--- src/rtl/core/text_cell_number_writer_defines.svh ---
// Assertion macros for the text cell number writer
`ifndef TEXT_CELL_NUMBER_WRITER_DEFINES_SVH
`define TEXT_CELL_NUMBER_WRITER_DEFINES_SVH
`ifndef SYNTHESIS
`define TCNW_ASSERT(label, clk, rst_n, prop) \
  label: assert property (@(posedge clk) disable iff (!rst_n) prop) \
    else $error("tcnw assertion failed");
`define TCNW_ASSERT_ALWAYS(label, clk, prop) \
  label: assert property (@(posedge clk) prop) \
    else $error("tcnw assertion failed");
`else
`define TCNW_ASSERT(label, clk, rst_n, prop)
`define TCNW_ASSERT_ALWAYS(label, clk, prop)
`endif
`endif

--- src/rtl/core/tcnw_pkg.sv ---
// Types, constants and functions shared by the text cell number writer
`timescale 1ns / 1ps
package tcnw_pkg;

  localparam int unsigned NUM_DIGITS = 5;
  localparam int unsigned CNT_W      = 3;
  localparam int unsigned QDEPTH     = 2;

  localparam logic [7:0]  DIGIT_ZERO  = 8'd48;
  localparam logic [7:0]  DIGIT_NINE  = 8'd57;
  localparam logic [15:0] DIV10_MUL   = 16'd52429;
  localparam int unsigned DIV10_SHIFT = 19;

  typedef logic [3:0] digit_t;

  typedef enum logic [1:0] {
    FS_IDLE,
    FS_CONV,
    FS_PUSH
  } front_state_e;

  typedef struct packed {
    logic [15:0]                       base;
    logic [7:0]                        column;
    logic [7:0]                        colour;
    logic                              is_num;
    logic [7:0]                        code;
    logic [NUM_DIGITS-1:0][3:0]        digits;
    logic [CNT_W-1:0]                  count;
  } cmd_t;

  function automatic logic [7:0] map_code(input logic [7:0] code);
    logic [7:0] res;
    res = 8'd32;
    if (code >= 8'd128) begin
      res = code;
    end else if (code >= 8'd32 && code <= 8'd63) begin
      res = code;
    end else if (code >= 8'd64 && code <= 8'd95) begin
      res = code - 8'd64;
    end else if (code >= 8'd97 && code <= 8'd122) begin
      res = code - 8'd96;
    end
    return res;
  endfunction

endpackage

--- src/rtl/core/text_cell_number_writer.sv ---
// Character cell write generator top level
//
//   channel   handshake              payload
//   command   start / busy           func_i column_i row_i char_code_i number_i colour_i
//   write     out_strobe_o (1 cyc)   cell_offset_o screen_code_o cell_colour_o last_write_o
//
// A character command goes from accept straight to the push state; a number command
// first runs one divide-by-ten step per cycle, one step per decimal digit.
// The sequencer loads a command while idle, then issues one write per cycle until its last.
// Reset clears the front end state, queue pointers and sequencer; no payload is cleared.
// busy stays high while the front end works or waits for room in the two-entry queue;
// writes are never held off, the receiver takes each strobe as it comes.
`timescale 1ns / 1ps
module text_cell_number_writer #(
  parameter int unsigned COLUMNS = 22
) (
  input  logic        clk_i,
  input  logic        rst_ni,
  input  logic        start,
  output logic        busy,
  input  logic        func_i,
  input  logic [7:0]  column_i,
  input  logic [7:0]  row_i,
  input  logic [7:0]  char_code_i,
  input  logic [15:0] number_i,
  input  logic [7:0]  colour_i,
  output logic        out_strobe_o,
  output logic [15:0] cell_offset_o,
  output logic [7:0]  screen_code_o,
  output logic [7:0]  cell_colour_o,
  output logic        last_write_o
);

  tcnw_pkg::cmd_t push_entry, pop_entry;
  logic           push, pop, full, empty;

  tcnw_front #(
    .COLUMNS(COLUMNS)
  ) u_front (
    .clk_i      (clk_i),
    .rst_ni     (rst_ni),
    .start      (start),
    .busy       (busy),
    .func_i     (func_i),
    .column_i   (column_i),
    .row_i      (row_i),
    .char_code_i(char_code_i),
    .number_i   (number_i),
    .colour_i   (colour_i),
    .q_full_i   (full),
    .q_push_o   (push),
    .q_entry_o  (push_entry)
  );

  tcnw_queue u_queue (
    .clk_i  (clk_i),
    .rst_ni (rst_ni),
    .push_i (push),
    .entry_i(push_entry),
    .full_o (full),
    .pop_i  (pop),
    .entry_o(pop_entry),
    .empty_o(empty)
  );

  tcnw_back u_back (
    .clk_i        (clk_i),
    .rst_ni       (rst_ni),
    .q_empty_i    (empty),
    .q_entry_i    (pop_entry),
    .q_pop_o      (pop),
    .out_strobe_o (out_strobe_o),
    .cell_offset_o(cell_offset_o),
    .screen_code_o(screen_code_o),
    .cell_colour_o(cell_colour_o),
    .last_write_o (last_write_o)
  );

endmodule

--- src/rtl/core/tcnw_front.sv ---
// Command front end: accept, map characters and split numbers into digits
`timescale 1ns / 1ps
module tcnw_front #(
  parameter int unsigned COLUMNS = 22
) (
  input  logic               clk_i,
  input  logic               rst_ni,
  input  logic               start,
  output logic               busy,
  input  logic               func_i,
  input  logic [7:0]         column_i,
  input  logic [7:0]         row_i,
  input  logic [7:0]         char_code_i,
  input  logic [15:0]        number_i,
  input  logic [7:0]         colour_i,
  input  logic               q_full_i,
  output logic               q_push_o,
  output tcnw_pkg::cmd_t     q_entry_o
);

  tcnw_pkg::front_state_e state_q, state_d;
  tcnw_pkg::cmd_t         cmd_q, cmd_d;
  logic [15:0]            num_q, num_d;
  logic [31:0]            prod;
  logic [15:0]            quot;
  logic [15:0]            rem;
  logic                   accept;

  assign accept = start && !busy;
  assign prod   = 32'(num_q) * 32'(tcnw_pkg::DIV10_MUL);
  assign quot   = 16'(prod >> tcnw_pkg::DIV10_SHIFT);
  assign rem    = num_q - ((quot << 3) + (quot << 1));

  always_ff @(posedge clk_i or negedge rst_ni) begin
    if (!rst_ni) begin
      state_q <= tcnw_pkg::FS_IDLE;
    end else begin
      state_q <= state_d;
    end
  end

  always_ff @(posedge clk_i) begin
    cmd_q <= cmd_d;
    num_q <= num_d;
  end

  always_comb begin
    state_d   = state_q;
    cmd_d     = cmd_q;
    num_d     = num_q;
    busy      = 1'b1;
    q_push_o  = 1'b0;
    q_entry_o = cmd_q;
    case (state_q)
      tcnw_pkg::FS_IDLE: begin
        busy = 1'b0;
        if (accept) begin
          cmd_d.base   = 16'(16'(row_i) * 16'(COLUMNS));
          cmd_d.column = column_i;
          cmd_d.colour = colour_i;
          cmd_d.is_num = func_i;
          cmd_d.code   = tcnw_pkg::map_code(char_code_i);
          cmd_d.count  = func_i ? '0 : tcnw_pkg::CNT_W'(1);
          num_d        = number_i;
          state_d      = func_i ? tcnw_pkg::FS_CONV : tcnw_pkg::FS_PUSH;
        end
      end
      tcnw_pkg::FS_CONV: begin
        cmd_d.digits[cmd_q.count] = rem[3:0];
        cmd_d.count               = cmd_q.count + 1'b1;
        num_d                     = quot;
        if (quot == '0) begin
          state_d = tcnw_pkg::FS_PUSH;
        end
      end
      tcnw_pkg::FS_PUSH: begin
        if (!q_full_i) begin
          q_push_o = 1'b1;
          state_d  = tcnw_pkg::FS_IDLE;
        end
      end
      default: begin
        state_d = tcnw_pkg::FS_IDLE;
      end
    endcase
  end

endmodule

--- src/rtl/core/tcnw_queue.sv ---
// Two-entry command queue between front end and write sequencer
`timescale 1ns / 1ps
module tcnw_queue (
  input  logic           clk_i,
  input  logic           rst_ni,
  input  logic           push_i,
  input  tcnw_pkg::cmd_t entry_i,
  output logic           full_o,
  input  logic           pop_i,
  output tcnw_pkg::cmd_t entry_o,
  output logic           empty_o
);

  localparam int unsigned PTR_W = $clog2(tcnw_pkg::QDEPTH);

  tcnw_pkg::cmd_t   mem_q [tcnw_pkg::QDEPTH];
  logic [PTR_W-1:0] wptr_q, rptr_q;
  logic [PTR_W:0]   cnt_q;

  assign full_o  = (cnt_q == (PTR_W+1)'(tcnw_pkg::QDEPTH));
  assign empty_o = (cnt_q == '0);
  assign entry_o = mem_q[rptr_q];

  always_ff @(posedge clk_i) begin
    if (push_i) begin
      mem_q[wptr_q] <= entry_i;
    end
  end

  always_ff @(posedge clk_i or negedge rst_ni) begin
    if (!rst_ni) begin
      wptr_q <= '0;
      rptr_q <= '0;
      cnt_q  <= '0;
    end else begin
      if (push_i) begin
        wptr_q <= wptr_q + 1'b1;
      end
      if (pop_i) begin
        rptr_q <= rptr_q + 1'b1;
      end
      cnt_q <= cnt_q + (PTR_W+1)'(push_i) - (PTR_W+1)'(pop_i);
    end
  end

endmodule

--- src/rtl/core/tcnw_back.sv ---
// Write sequencer: one cell write per cycle while a command is active, most significant digit first
`timescale 1ns / 1ps
`include "text_cell_number_writer_defines.svh"
module tcnw_back (
  input  logic               clk_i,
  input  logic               rst_ni,
  input  logic               q_empty_i,
  input  tcnw_pkg::cmd_t     q_entry_i,
  output logic               q_pop_o,
  output logic               out_strobe_o,
  output logic [15:0]        cell_offset_o,
  output logic [7:0]         screen_code_o,
  output logic [7:0]         cell_colour_o,
  output logic               last_write_o
);

  tcnw_pkg::cmd_t                  cmd_q;
  logic                            active_q;
  logic [tcnw_pkg::CNT_W-1:0]      idx_q;
  logic [7:0]                      col_q;
  logic [7:0]                      code;

  assign q_pop_o = !active_q && !q_empty_i;
  assign code    = cmd_q.is_num
                 ? tcnw_pkg::map_code(tcnw_pkg::DIGIT_ZERO + 8'(cmd_q.digits[idx_q]))
                 : cmd_q.code;

  always_ff @(posedge clk_i or negedge rst_ni) begin
    if (!rst_ni) begin
      active_q     <= 1'b0;
      out_strobe_o <= 1'b0;
    end else begin
      out_strobe_o <= active_q;
      if (q_pop_o) begin
        active_q <= 1'b1;
      end else if (active_q && idx_q == '0) begin
        active_q <= 1'b0;
      end
    end
  end

  always_ff @(posedge clk_i) begin
    if (q_pop_o) begin
      cmd_q <= q_entry_i;
      idx_q <= q_entry_i.count - 1'b1;
      col_q <= q_entry_i.column;
    end else if (active_q) begin
      idx_q <= idx_q - 1'b1;
      col_q <= col_q + 1'b1;
    end
    cell_offset_o <= cmd_q.base + 16'(col_q);
    screen_code_o <= code;
    cell_colour_o <= cmd_q.colour;
    last_write_o  <= (idx_q == '0);
  end

  `TCNW_ASSERT(run_unbroken_a, clk_i, rst_ni, out_strobe_o && !last_write_o |=> out_strobe_o)
  `TCNW_ASSERT(last_follows_a, clk_i, rst_ni, active_q && idx_q == '0 |=> out_strobe_o && last_write_o)
  `TCNW_ASSERT(digit_code_a, clk_i, rst_ni, out_strobe_o && !last_write_o |-> screen_code_o >= tcnw_pkg::DIGIT_ZERO && screen_code_o <= tcnw_pkg::DIGIT_NINE)

endmodule

--- config.mk ---
export PLATFORM = sky130hd
export DESIGN_NAME = text_cell_number_writer
export DESIGN_NICKNAME = d
export VERILOG_FILES = /design/src/rtl/core/tcnw_pkg.sv /design/src/rtl/core/text_cell_number_writer.sv /design/src/rtl/core/tcnw_front.sv /design/src/rtl/core/tcnw_queue.sv /design/src/rtl/core/tcnw_back.sv
export VERILOG_INCLUDE_DIRS = /design/src /design/src/rtl/core
export SDC_FILE = /design/constraint.sdc
export NUM_CORES = 1
export LEC_CHECK = 0
export BUFFER_PORTS_ARGS = -buffer_cell sky130_fd_sc_hd__buf_2
export CAP_MARGIN = 20
export CORE_MARGIN = 2
export CORE_UTILIZATION = 29
export CTS_BUF_LIST = sky130_fd_sc_hd__clkbuf_4
export DETAILED_ROUTE_END_ITERATION = 8
export PLACE_DENSITY = 0.43
export SYNTH_ARGS = -nofsm -noshare
export SYNTH_HDL_FRONTEND = slang
export SYNTH_SLANG_ARGS = --single-unit
--- constraint.sdc ---
create_clock -name clk_i -period 14 [get_ports clk_i]
set_input_delay 0.7 -clock clk_i [delete_from_list [all_inputs] [get_ports clk_i]]
set_output_delay 0.7 -clock clk_i [all_outputs]
set_load 0.01 [all_outputs]
Yosys cells after proc, flatten, opt, wreduce, memory -nomap -nowiden --
Memories as Yosys holds them, arrays and structs flattened. Index checks and enable logic that the tools add are counted. Widths: inputs -> output; s select.
Word-level totals: register bits after elaboration 181, memory bits (writable) 120, input port bits 52, output and inout port bits 35, logic and storage cells 132, memories 1
Cells by class: add/sub/neg operators 16, $mul 2, order comparisons 17, eq/ne operators 6, muxes and demuxes 35, reduce and logical (&&, ||, !) cells 22
Memories:
- u_queue.mem_q | depth 2, width 60, rd ports 1, clocked after memory_dff 0, write ports 1, line tcnw_queue.sv:16 | tcnw_pkg::cmd_t mem_q [tcnw_pkg::QDEPTH];
Operator list (number):
- $mux 8 | 11
- $ge 8x7->1 const B | 4
- $le 8x7->1 const B | 4
- $mul 16x16->32 const B | 1
- $pmux 16 s2 | 1
- $sub 8x7->8 const B | 4
- $bwmux 20 | 1
- $add 16x8->16 | 1
- $ge 8x6->1 const B | 2
- $ge 8x8->1 const B | 2
- $le 8x6->1 const B | 2
- $logic_not 16->1 | 1
- $mux 16 | 1
- $bmux 4 s3 | 1
- $demux 4 s3 | 1
- $mul 8x4->12 const B | 1
- $logic_and 1x1->1 | 10
- $mux 3 | 3
- $add 8x1->8 const B | 1
- $lt 3x4->1 const B | 2
- $mux 1 | 8
- $mux 2 | 4
- $mux 4 | 2
- $add 6x4->7 const A | 1
- other kinds (20) | 29

Longest topological paths before layout --
Gate-level depths: netlist of run 1.
depth after elaboration 10, gate-level depth with buffers 22, depth with buffers taken out 22

Hierarchy --
From an unflattened synthesis of run 1, not the netlist that was laid out.
Second synthesis, totals: cell total of the unflattened synthesis 1266, area total of the unflattened synthesis 17262.8 um^2
Modules (own cells, without submodules):
- tcnw_front | times used 1, cells an instance 812, area an instance 8563.2 um^2, seq. area each 2332.2 um^2
- tcnw_queue | times used 1, cells an instance 214, area an instance 5021.1 um^2, seq. area each 3943.8 um^2
- tcnw_back | times used 1, cells an instance 240, area an instance 3678.5 um^2, seq. area each 2632.5 um^2

Least setup slack after synthesis of run 1 --
Ideal clock, no wire load.
kind reg2reg, start reg u_front.num_q[6], end reg u_front.cmd_q (netlist bit u_front.q_entry_o[10]) (data pin), setup time 0.278 ns, arrival 5.394 ns, data required time 13.722 ns, path slack 8.328 ns, stages on the path, launching flop included 20, path buffers 0, clock period less this slack 5.672 ns, cells stage by stage edfxtp_1 ha_1 inv_1 fa_1 inv_1 fa_1 fa_1 fa_1 inv_1 fa_1 inv_1 ha_1 a21oi_1 o221ai_1 a211o_1 and2_1 ha_1 xnor2_1 xnor2_1 xnor2_1
Between the ends: word-level cells in the longest chain between the ends 4
Ends and longest elaborated chain:
- from (decl) | line tcnw_front.sv:23 | logic [15:0] num_q, num_d;
- from (signal assigned) | line tcnw_front.sv:44 | num_q <= num_d;
- $mul 16x16->32 | line tcnw_front.sv:30 | assign prod = 32'(num_q) * 32'(tcnw_pkg::DIV10_MUL);
- $add 4x4->4 | line tcnw_front.sv:32 | assign rem = num_q - ((quot << 3) + (quot << 1));
- $sub 4x4->4 | line tcnw_front.sv:32
- named net u_front.rem[3] | line tcnw_front.sv:26 | logic [15:0] rem;
- $bwmux 20 | line tcnw_front.sv:69 | cmd_d.digits[cmd_q.count] = rem[3:0];
- to (signal assigned) | line tcnw_front.sv:43 | cmd_q <= cmd_d;
- to (decl) | line tcnw_front.sv:22 | tcnw_pkg::cmd_t cmd_q, cmd_d;
The timed path passes the listed nets, and every way through them passes these cells. A chain may end at the register's enable or synchronous reset.

Final worst setup path of run 1 --
start reg u_front.num_q[4], end reg u_front.cmd_q (netlist bit u_front.q_entry_o[22]) (data pin)
Same word-level chain as after synthesis.

==> impl_summary.log, run 1 <==
INFO  metric synth_area_in_simple_gates = 0.0602
INFO  metric fmax = roughly 150 MHz
INFO  metric synthCells = 1244
INFO  metric setup.worst_path.start_class = flop
INFO  metric cts.reportedPaths.clkPinSlew = roughly 0.060 ns
INFO  metric layout-drive-gt1-share = 0.207
INFO  metric grt.total_usage = 0.131
INFO  metric clock-skew-final = ~0.1 ns
INFO  metric syn2layout_area_growth = 15.3%
INFO  metric first_global_vias = 10621
INFO  metric antenna_found_initial = 3
INFO  metric cts.sink_count = between 200 and 300
INFO  metric hold_buffers = 1
INFO  metric cts_max_path_buffers = 3
INFO  metric design.die.area = about 59000 um^2
INFO  metric post_cts_resize_count = 0
INFO  metric grt-ovfl-total = 0
INFO  metric timing.final.hold_violations = 0
INFO  metric design_area = around 19000 um^2
INFO  metric critical_path.max_fanout = 6
INFO  metric gpl.final_weighted_congestion = 0.857
INFO  metric worst_path_largest_cell_delay = 0.57 ns
INFO  metric worstPathArrival = roughly 7 ns
INFO  metric postCtsSetupRepairBufs = 0
INFO  metric hold_class = in2reg
INFO  metric vias_per_cell = 4.44
INFO  metric yosys_register_bits = 295
INFO  metric synth_seq_area_share = 0.518
INFO  metric synth.mux.area_fraction = 0.0445
INFO  metric postPlaceCellArea = 17800 um^2
INFO  metric fin_tns_setup = 0 ns
INFO  metric clock_latency = slightly above 0.8 ns
INFO  metric synthDistinctLibCells = 70
INFO  metric floorplan.initialDensity = 0.293
INFO  metric setup_violations = 0
INFO  metric die_h = roughly 240 um
INFO  metric wire_length_of_the_first_global_routing_pass = a little under 60000 um
INFO  metric critPathRequiredTime = 14.48 ns
INFO  metric non_filler_instance_count_after_layout = roughly 2200
INFO  metric ioPinCount = 87
INFO  metric worst-slew-pin-transition = roughly 1 ns
INFO  metric critical_path.cell_chain = ha_1, inv_1, fa_1, inv_1, fa_1, inv_1, fa_1, inv_1, fa_1, fa_1, ha_1, nand4_2, nor2_1, and2_1, a22oi_1, and2_1, ha_1, xnor2_1, xnor2_1, xnor2_1
INFO  metric critical_path.endpoint_type = flop
INFO  metric finalWorstPathRequiredPeriod = 6.63 ns
INFO  metric routed_wirelength = 37000 um
INFO  metric synth_enable_flop_cells = roughly 260
INFO  metric core_area = about 56000 um^2
INFO  metric result_of_the_run = complete, no violations
INFO  metric timing.critical_path.buf_inv = 4
INFO  metric synth.cell_area = 16400 um^2
INFO  metric maximum_number_of_pins_on_one_net_before_global_route_repair = 67
INFO  metric post-route-drc-count = 0
INFO  metric rsz_0062_raised_after_global_routing = no
INFO  metric drv.max_cap_violation_count = 0
INFO  metric tritoncts = yes
INFO  metric synth-adder-area-share = 0.234
INFO  metric critical_path.most_common_cell = fa_1
INFO  metric timing_worst_setup_path_type = reg2reg
INFO  metric place.port_buffers = 84
INFO  metric route.antenna.remaining_nets = 0
INFO  metric cp_slowest_cell = fa_1
INFO  metric firstDrtPassIters = 5
INFO  metric ys.flop_type = edfxtp_1
INFO  metric worst_slew_margin_rel = 0.338
INFO  metric avgSynthCellArea = ~13 um^2
INFO  metric drt_iter0_drc = 434
INFO  metric floorplan_die_width = roughly 240 um
INFO  metric fraction_of_registers_with_async_set_reset = 0.0271
INFO  metric dominant_combinational_cell_family_by_area_after_synthesis = adder cells
INFO  metric placed_cells_incl_taps = 2075
INFO  metric cts_buffers = 84
INFO  metric cts_root_buf = clkbuf_4
INFO  metric crit_family = adder cells
INFO  metric num_vias = 9907
INFO  metric yosys_warnings = 0
INFO  metric num_rows = 87
INFO  metric xor_xnor_portion_of_the_synthesized_cell_area = 0.0228
INFO  metric place.detailed.hpwl = 27300 um
INFO  metric wl_per_cell = 16.6 um
INFO  metric synth_compound_gate_area_share = 0.0644
INFO  metric cts-htree-levels = 3
INFO  metric timing.final.crit_share = 0.473
INFO  metric number_of_nets_in_the_final_layout = about 1700
INFO  metric slew_violations = 0
## metrics by stage
step,utilization,hold slack (ns),setup slack [ns]
floorplan,-,0.323,8.33
global placement,0.317,0.324,7.43
detailed placement,0.317,0.328,7.44
CTS,0.337,0.00357,7.39
global route,0.337,0.000642,7.03
finish,0.337,0.123,7.38
## worst paths after layout
kind                                   from                      end  slack, ns  cells past startpoint
setup / recovery           u_front.num_q[4]    u_front.q_entry_o[22]       7.38                     20
hold / removal                  colour_i[0]    u_front.q_entry_o[32]       0.12                      1
setup reg to reg           u_front.num_q[4]    u_front.q_entry_o[22]       7.38                     20
hold reg to reg            u_back.cmd_q[36]  u_back.cell_colour_o[4]       0.34                      0
max in group asynchronous            rst_ni           u_queue.rptr_q      13.44                      2
min in group asynchronous            rst_ni       u_front.state_q[0]       0.28                      2
## cell families after synthesis
group           after synthesis
compound gates              157
flops                       295
other cells                   1
mux                          62
buf+inv                     242
xor+xnor                     42
fa+ha+maj                   256
simple gates                189
## worst reg2reg max path: stages, from the launching register on
cell      delay [ns]
edfxtp_1        0.52
ha_1            0.43
inv_1           0.12
fa_1            0.54
inv_1           0.05
fa_1            0.57
inv_1           0.07
fa_1            0.53
inv_1           0.05
fa_1            0.50
fa_1            0.49
ha_1            0.47
nand4_2         0.24
nor2_1          0.33
and2_1          0.18
a22oi_1         0.07
and2_1          0.20
ha_1            0.19
xnor2_1         0.18
xnor2_1         0.10
xnor2_1         0.44
## state kept, by name, summed over array words and instances, names as in the netlist
name	count
u_back.active_q	1
u_back.cell_colour_o	8
u_back.cell_offset_o	14
u_back.cmd_q	49
u_back.col_q	8
u_back.idx_q	3
u_back.last_write_o	1
u_back.out_strobe_o	1
u_back.screen_code_o	8
u_front.num_q	16
u_front.q_entry_o	60
u_front.state_q	2
u_queue.cnt_q	2
u_queue.mem_q	120
u_queue.rptr_q	1
u_queue.wptr_q	1
## Yosys cell counts, drive strengths merged, types with 8 or more instances
| master | n | area, um^2 |
|---|---|---|
| a211oi | 8 | 60.1 |
| a21o | 9 | 67.6 |
| a21oi | 46 | 230 |
| and2 | 15 | 93.8 |
| buf | 8 | 37.5 |
| clkbuf | 13 | 48.8 |
| dfrtp | 8 | 200 |
| dfxtp | 31 | 621 |
| edfxtp | 256 | 7690 |
| fa | 86 | 1720 |
| ha | 170 | 2130 |
| inv | 221 | 830 |
| mux2 | 49 | 552 |
| mux2i | 9 | 90.1 |
| nand2 | 45 | 169 |
| nand3 | 16 | 80.1 |
| nand4 | 10 | 68.8 |
| nor2 | 39 | 146 |
| nor2b | 13 | 81.3 |
| nor3 | 10 | 50.1 |
| o21ai | 32 | 160 |
| xnor2 | 27 | 236 |
| xor2 | 15 | 139 |
## layout by cell type, fill, tap and decap left out, drive strengths merged, types with 4 or more instances in the layout
cell type	synthesis	final
mux2i	9	9
nand3	16	16
nor2	39	39
inv	221	225
o2111ai	6	6
clkinv	0	23
o21bai	7	7
xor2	15	15
xnor2	27	27
o21ai	32	32
a21o	9	9
ha	170	170
nor4	6	6
o31ai	6	6
dfxtp	31	31
dfrtp	8	8
edfxtp	256	256
a211oi	8	8
nand2b	5	5
nand2	45	45
nor3	10	10
clkbuf	13	125
a221oi	6	6
and2	15	15
a21oi	46	46
buf	8	95
a31oi	5	5
nor2b	13	13
or2	7	7
a21boi	6	6
mux2	49	49
fa	86	86
and3	7	7
nand4	10	10
mux4	4	4
## metal layers
metal / track usage / routed length [um] / vias to the layer above
met5: 0 / 13 / -
met4: 0.0530 / 1080 / 2
li1: - / - / 4747
met1: 0.171 / 16900 / 4843
met3: 0.0287 / 1720 / 68
met2: 0.211 / 17300 / 247
## cell type report
type / count / area [um^2]
Clock buffer: 125 / 938
Multi-Input combinational cell: 708 / 7030
Antenna cell: 2 / 5.00
Clock inverter: 28 / 150
Timing Repair Buffer: 98 / 533
Inverter: 221 / 830
Fill cell: 5715 / 37200
Sequential cell: 295 / 8510
Tap cell: 756 / 946
Power of run 1 is left out: the tool's default activity adds up to more than one toggle a clock period on the data nets, which glitch-free logic cannot reach.
==> run 2: changes to the inputs <==
Settings changed: PLACE_DENSITY 0.43 to 0.44.
Clock period 14 ns to 5.6 ns, I/O delays scaled along.
==> impl_summary.log, run 2 (synthesized netlist as in run 1, its figures left out) <==
INFO  metric place.detailed.hpwl = 27900 um
INFO  metric cts.reportedPaths.clkPinSlew = ~0.070 ns
INFO  metric grt.total_usage = 0.135
INFO  metric layout_setup_ws = -0.0459 ns
INFO  metric wl_per_cell = around 16 um
INFO  metric num_vias = roughly 10000
INFO  metric rr_worst_depth = 21
INFO  metric post-route-drc-count = 0
INFO  metric gpl.final_weighted_congestion = around 0.86
INFO  metric num_rows = between 80 and 90
INFO  metric rsz_0062_raised_after_global_routing = yes
INFO  metric ff2ff_setup_slack = -0.05 ns
INFO  metric final_cell_mix = 256 x edfxtp_1, 217 x inv_1, 144 x ha_1, 128 x buf_4, 117 x clkbuf_4
INFO  metric first_global_vias = 11456
INFO  metric floorplan_die_width = approximately 240 um
INFO  metric timing.final.hold_violations = 0
INFO  metric whs_path_depth = 4
INFO  metric mostFrequentLayoutCell = edfxtp_1
INFO  metric grt.busiest_layer = met2
INFO  metric design.die.area = just under 60000 um^2
INFO  metric firstDrtPassIters = 5
INFO  metric worst-slew-pin-transition = ~1.0 ns
INFO  metric grt-ovfl-total = 0
INFO  metric clock_latency = 0.80 ns
INFO  metric setup_violations = 7
INFO  metric cp_slowest_cell = fa_1
INFO  metric antenna_found_initial = 1
INFO  metric worstPathArrival = roughly 6.3 ns
INFO  metric hold-path-endpoint = u_front.q_entry_o[60]
INFO  metric critical_path.endpoint_type = flop
INFO  metric tritoncts = yes
INFO  metric setup.worst_path.start_class = flop
INFO  metric cts_root_buf = clkbuf_4
INFO  metric area_of_the_multi_input_gates = a little under 8000 um^2
INFO  metric timing.final.crit_share = 1.01
INFO  metric core_area = 56200 um^2
INFO  metric floorplan.initialDensity = 0.293
INFO  metric timing_worst_setup_path_type = reg2reg
INFO  metric slew_violations = 0
INFO  metric worst_slew_margin_rel = 0.326
INFO  metric layout-drive-gt1-share = 0.317
INFO  metric finalWorstPathRequiredPeriod = between 5 and 6 ns
INFO  metric cts_buffers = 79
INFO  metric global_route.usage.met3 = 0.0320
INFO  metric number_of_nets_in_the_final_layout = roughly 1900
INFO  metric cts.sink_count = 295
INFO  metric pre_cts_slack = -0.796 ns
INFO  metric critical_path.most_common_cell = fa_1
INFO  metric critPathRequiredTime = between 6 and 7 ns
INFO  metric fmax = approximately 180 MHz
INFO  metric fillers = 5543
INFO  metric clock-skew-final = 0.0739 ns
INFO  metric place.port_buffers = between 80 and 90
INFO  metric maximum_number_of_pins_on_one_net_before_global_route_repair = roughly 60
INFO  metric grt_use_met1 = 0.170
INFO  metric routed_wirelength = ~38000 um
INFO  metric route.antenna.remaining_nets = 0
INFO  metric cts_max_path_buffers = 3
INFO  metric globalRouteMet2Util = 0.222
INFO  metric drv.max_cap_violation_count = 0
INFO  metric largest_register_ffs = 120
INFO  metric result_of_the_run = complete, but fails checks
INFO  metric worst_path_largest_cell_delay = ~0.54 ns
INFO  metric vias_per_cell = 4.33
INFO  metric worst_hold_startpoint = row_i[6]
INFO  metric syn2layout_area_growth = 29.2%
INFO  metric largest_register = u_queue.mem_q
INFO  metric ioPinCount = 87
INFO  metric critical_path.cell_chain = ha_4, inv_2, fa_1, inv_1, fa_1, inv_1, fa_1, inv_1, fa_1, fa_1, ha_4, buf_12, a21oi_4, buf_4, nor2_2, o2111ai_2, and3b_2, and3_4, o2111ai_4, nor4_4, o2bb2ai_1
INFO  metric reg2reg_to = u_front.state_q[0]
INFO  metric critical_path.max_fanout = 3
INFO  metric fin_hold_ws = 0.102 ns
INFO  metric cts-htree-levels = 3
INFO  metric die_h = approximately 240 um
INFO  metric wire_length_of_the_first_global_routing_pass = slightly above 60000 um
INFO  metric timing.rr.start = u_front.num_q[5]
INFO  metric seqCellArea = about 8500 um^2
INFO  metric drt_iter0_drc = about 420
INFO  metric violations = setup timing
INFO  metric hold_class = in2reg
-- run 2: changes by cell type in the layout (fill, tap and decap cells not counted), moves of 5 or more --
cell	change
o21ai_0	-6
buf_6	+6
dlygate4sd3_1	+47
clkbuf_4	-8
a21oi_1	-15
a21oi_2	+9
nor2_1	-5
ha_1	-26
buf_4	+117
a21oi_4	+6
ha_4	+24
xnor2_1	-5
-- run 2: per-stage QoR --
stage,cell area (um^2),util,instances,setup TNS (ns)
floorplan,16500,-,1245,0
global placement,18600,0.331,2177,-6.14
detailed placement,18600,0.331,2177,-8.12
CTS,20700,0.369,2378,0
global route,21200,0.378,2392,-1.58
finish,21200,0.378,2392,-0.127
-- run 2: worst max-delay path by stage --
stage / start / endpoint
floorplan: u_front.num_q[6] / u_front.q_entry_o[10]
global route: u_front.num_q[9] / u_front.q_entry_o[18]
finish: u_front.num_q[5] / u_front.state_q[0]
global placement: u_front.num_q[9] / u_front.num_q[10]
detailed placement: u_front.num_q[5] / u_front.num_q[10]
CTS: u_front.num_q[5] / u_front.q_entry_o[6]
-- run 2: final cells by class --
cell class | count | area share
clock buffer | 117 | 0.0414
inverter | 221 | 0.0391
clock inverter | 24 | 0.00766
timing repair buffer | 270 | 0.0937
antenna | 1 | 0.000118
multi-input combinational | 708 | 0.373
sequential | 295 | 0.401
tap | 756 | 0.0446
-- run 2: layer usage --
| layer | up-vias | share of wire |
|---|---|---|
| met3 | 79 | 0.039 |
| met2 | 191 | 0.48 |
| li1 | 5065 | - |
| met1 | 5028 | 0.45 |
| met5 | - | 0 |
| met4 | 0 | 0.036 |
-- run 2: what timing repair did --
item / in CTS / in global routing
cloned: 0 / 0
endpoints found under the setup margin: 29 / 28
pin swaps: 44 / 36
buffers inserted: 10 / 13
endpoints found under the hold margin: 60 / 0
hold buffers: 50 / 0
gates resized for setup: 84 / 61
-- run 2: critical path, delay by kind of cell, from the launching register on --
kind | cells | cell delay (ns)
AO/OA/AOI/OAI | 4 | 0.63
flip-flops | 1 | 0.45
adder cells (fa/ha/maj) | 7 | 3.07
buffers and inverters | 6 | 0.48
AND/OR/NAND/NOR | 4 | 0.88
Power of run 2 is left out for the same reason.
==> run 3: changes to the inputs <==
==> constraint.sdc (replaced) <==
create_clock -name clk_i -period 5.6 [get_ports clk_i]
set_input_delay 0.84 -clock clk_i [delete_from_list [all_inputs] [get_ports clk_i]]
set_output_delay 0.84 -clock clk_i [all_outputs]
set_load 0.01 [all_outputs]
==> impl_summary.log, run 3 (synthesized netlist as in run 1, its figures left out) <==
INFO  metric cp_slowest_cell = fa_1
INFO  metric fmax = approximately 180 MHz
INFO  metric ff2ff_setup_slack = -0.05 ns
INFO  metric cts.reportedPaths.clkPinSlew = around 0.07 ns
INFO  metric gpl.final_weighted_congestion = ~0.86
INFO  metric number_of_nets_in_the_final_layout = 1834
INFO  metric place.detailed.hpwl = 27900 um
INFO  metric hold_class = in2reg
INFO  metric timing_worst_setup_path_type = reg2reg
INFO  metric route.antenna.remaining_nets = 0
INFO  metric cts_max_path_buffers = 3
INFO  metric floorplan.initialDensity = 0.293
INFO  metric fin_hold_ws = between 0.2 and 0.25 ns
INFO  metric critical_path.cell_chain = ha_4, inv_2, fa_1, inv_1, fa_1, inv_1, fa_1, inv_1, fa_1, fa_1, ha_4, buf_12, a21oi_4, buf_4, nor2_2, o2111ai_2, and3b_2, and3_4, o2111ai_4, nor4_4, o2bb2ai_1
INFO  metric area_of_the_multi_input_gates = a little under 8000 um^2
INFO  metric critical_path.max_fanout = 3
INFO  metric finalWorstPathRequiredPeriod = between 5 and 6 ns
INFO  metric result_of_the_run = complete, but fails checks
INFO  metric num_vias = between 10000 and 15000
INFO  metric critical_path.most_common_cell = fa_1
INFO  metric worst-slew-pin-transition = about 1 ns
INFO  metric die_h = ~240 um
INFO  metric timing.final.hold_violations = 0
INFO  metric maximum_number_of_pins_on_one_net_before_global_route_repair = 61
INFO  metric timing.final.crit_share = 1.01
INFO  metric design_area = around 21000 um^2
INFO  metric grt-ovfl-total = 0
INFO  metric wire_length_of_the_first_global_routing_pass = a little over 60000 um
INFO  metric final_cell_mix = 256 x edfxtp_1, 217 x inv_1, 144 x ha_1, 128 x buf_4, 117 x clkbuf_4
INFO  metric design.die.area = 58600 um^2
INFO  metric routed_wirelength = ~38000 um
INFO  metric vias_per_cell = ~4.4
INFO  metric rr_worst_depth = 21
INFO  metric postPlaceCellArea = ~19000 um^2
INFO  metric worstPathArrival = ~6.3 ns
INFO  metric wl_per_cell = approximately 16 um
INFO  metric slew_violations = 0
INFO  metric violations = setup timing
INFO  metric worst_hold_startpoint = column_i[7]
INFO  metric syn2layout_area_growth = 26.2%
INFO  metric timing.rr.start = u_front.num_q[5]
INFO  metric critPathRequiredTime = 6.28 ns
INFO  metric setup_violations = 7
INFO  metric worst_path_largest_cell_delay = around 0.54 ns
INFO  metric reg2reg_to = u_front.state_q[0]
INFO  metric num_rows = 87
INFO  metric grt.total_usage = 0.134
INFO  metric seqCellArea = roughly 8500 um^2
INFO  metric cts.sink_count = between 200 and 300
INFO  metric post-route-drc-count = 0
INFO  metric fillers = between 5000 and 6000
INFO  metric layout-drive-gt1-share = 0.327
INFO  metric rsz_0062_raised_after_global_routing = yes
INFO  metric whs_path_depth = 1
INFO  metric clock-skew-final = about 0.075 ns
INFO  metric cts_root_buf = clkbuf_4
INFO  metric firstDrtPassIters = 5
INFO  metric drv.max_cap_violation_count = 0
INFO  metric setup.worst_path.start_class = flop
INFO  metric drt_iter0_drc = slightly below 400
INFO  metric mostFrequentLayoutCell = edfxtp_1
INFO  metric hold-path-endpoint = u_front.q_entry_o[47]
INFO  metric place.port_buffers = 84
INFO  metric pre_cts_slack = -0.796 ns
INFO  metric worst_slew_margin_rel = 0.338
INFO  metric largest_register_ffs = 120
INFO  metric largest_register = u_queue.mem_q
INFO  metric core_area = between 50000 and 60000 um^2
INFO  metric tritoncts = yes
INFO  metric first_global_vias = between 10000 and 15000
INFO  metric critical_path.endpoint_type = flop
INFO  metric fin_tns_setup = -0.181 ns
INFO  metric ioPinCount = 87
INFO  metric antenna_found_initial = 1
INFO  metric clock_latency = ~0.80 ns
INFO  metric floorplan_die_width = around 240 um
INFO  metric cts-htree-levels = 3
INFO  metric layout_setup_ws = -0.0521 ns
INFO  metric cts_buffers = 79
-- run 3: changes by cell type in the layout (fill, tap and decap cells not counted), sizes merged --
cell         delta
dlygate4sd3    -49
-- run 3: routing by layer --
layer  wire (um)  part of all wire  track usage
met1       17000              0.45        0.169
met2       18100              0.48        0.219
met3        1530             0.040       0.0325
met5           0                 0            0
met4        1380             0.036       0.0606
-- run 3: through the flow --
| stage | cells | util |
|---|---|---|
| finish | 2343 | 0.369 |
| detailed placement | 2177 | 0.331 |
| global placement | 2177 | 0.331 |
| global route | 2343 | 0.369 |
| floorplan | 1245 | - |
| CTS | 2329 | 0.360 |
-- run 3: worst max path at each step --
stage                                 end  slack, ns        startpoint  cells after the start
floorplan           u_front.q_entry_o[10]       0.02  u_front.num_q[6]                     19
global placement        u_front.num_q[10]      -0.75  u_front.num_q[9]                     18
detailed placement      u_front.num_q[10]      -0.80  u_front.num_q[5]                     17
CTS                  u_front.q_entry_o[6]      0.004  u_front.num_q[5]                     18
global route        u_front.q_entry_o[18]      -0.18  u_front.num_q[9]                     20
finish                 u_front.state_q[0]      -0.05  u_front.num_q[5]                     21
-- run 3: what timing repair did --
action | in CTS | in global routing
resized for setup | 84 | 61
buffers inserted | 10 | 13
hold buffers | 1 | 0
setup endpoints to repair | 29 | 28
hold endpoints to repair | 8 | 0
gates cloned | 0 | 0
pin swaps | 44 | 36
-- run 3: area by class of cell --
type	count	share of cell area
Inverter	221	0.0400
Sequential cell	295	0.410
Clock buffer	117	0.0423
Multi-Input combinational cell	708	0.382
Tap cell	756	0.0456
Timing Repair Buffer	221	0.0723
Antenna cell	1	0.000121
Clock inverter	24	0.00784
-- run 3: worst max-delay path, delay by kind of cell (launching register included) --
| family | cells | cell delay [ns] |
|---|---|---|
| AO/OA/AOI/OAI | 4 | 0.64 |
| adder cells (fa/ha/maj) | 7 | 3.07 |
| buffers and inverters | 6 | 0.48 |
| flip-flops | 1 | 0.45 |
| AND/OR/NAND/NOR | 4 | 0.87 |
Power of run 3 is left out for the same reason.
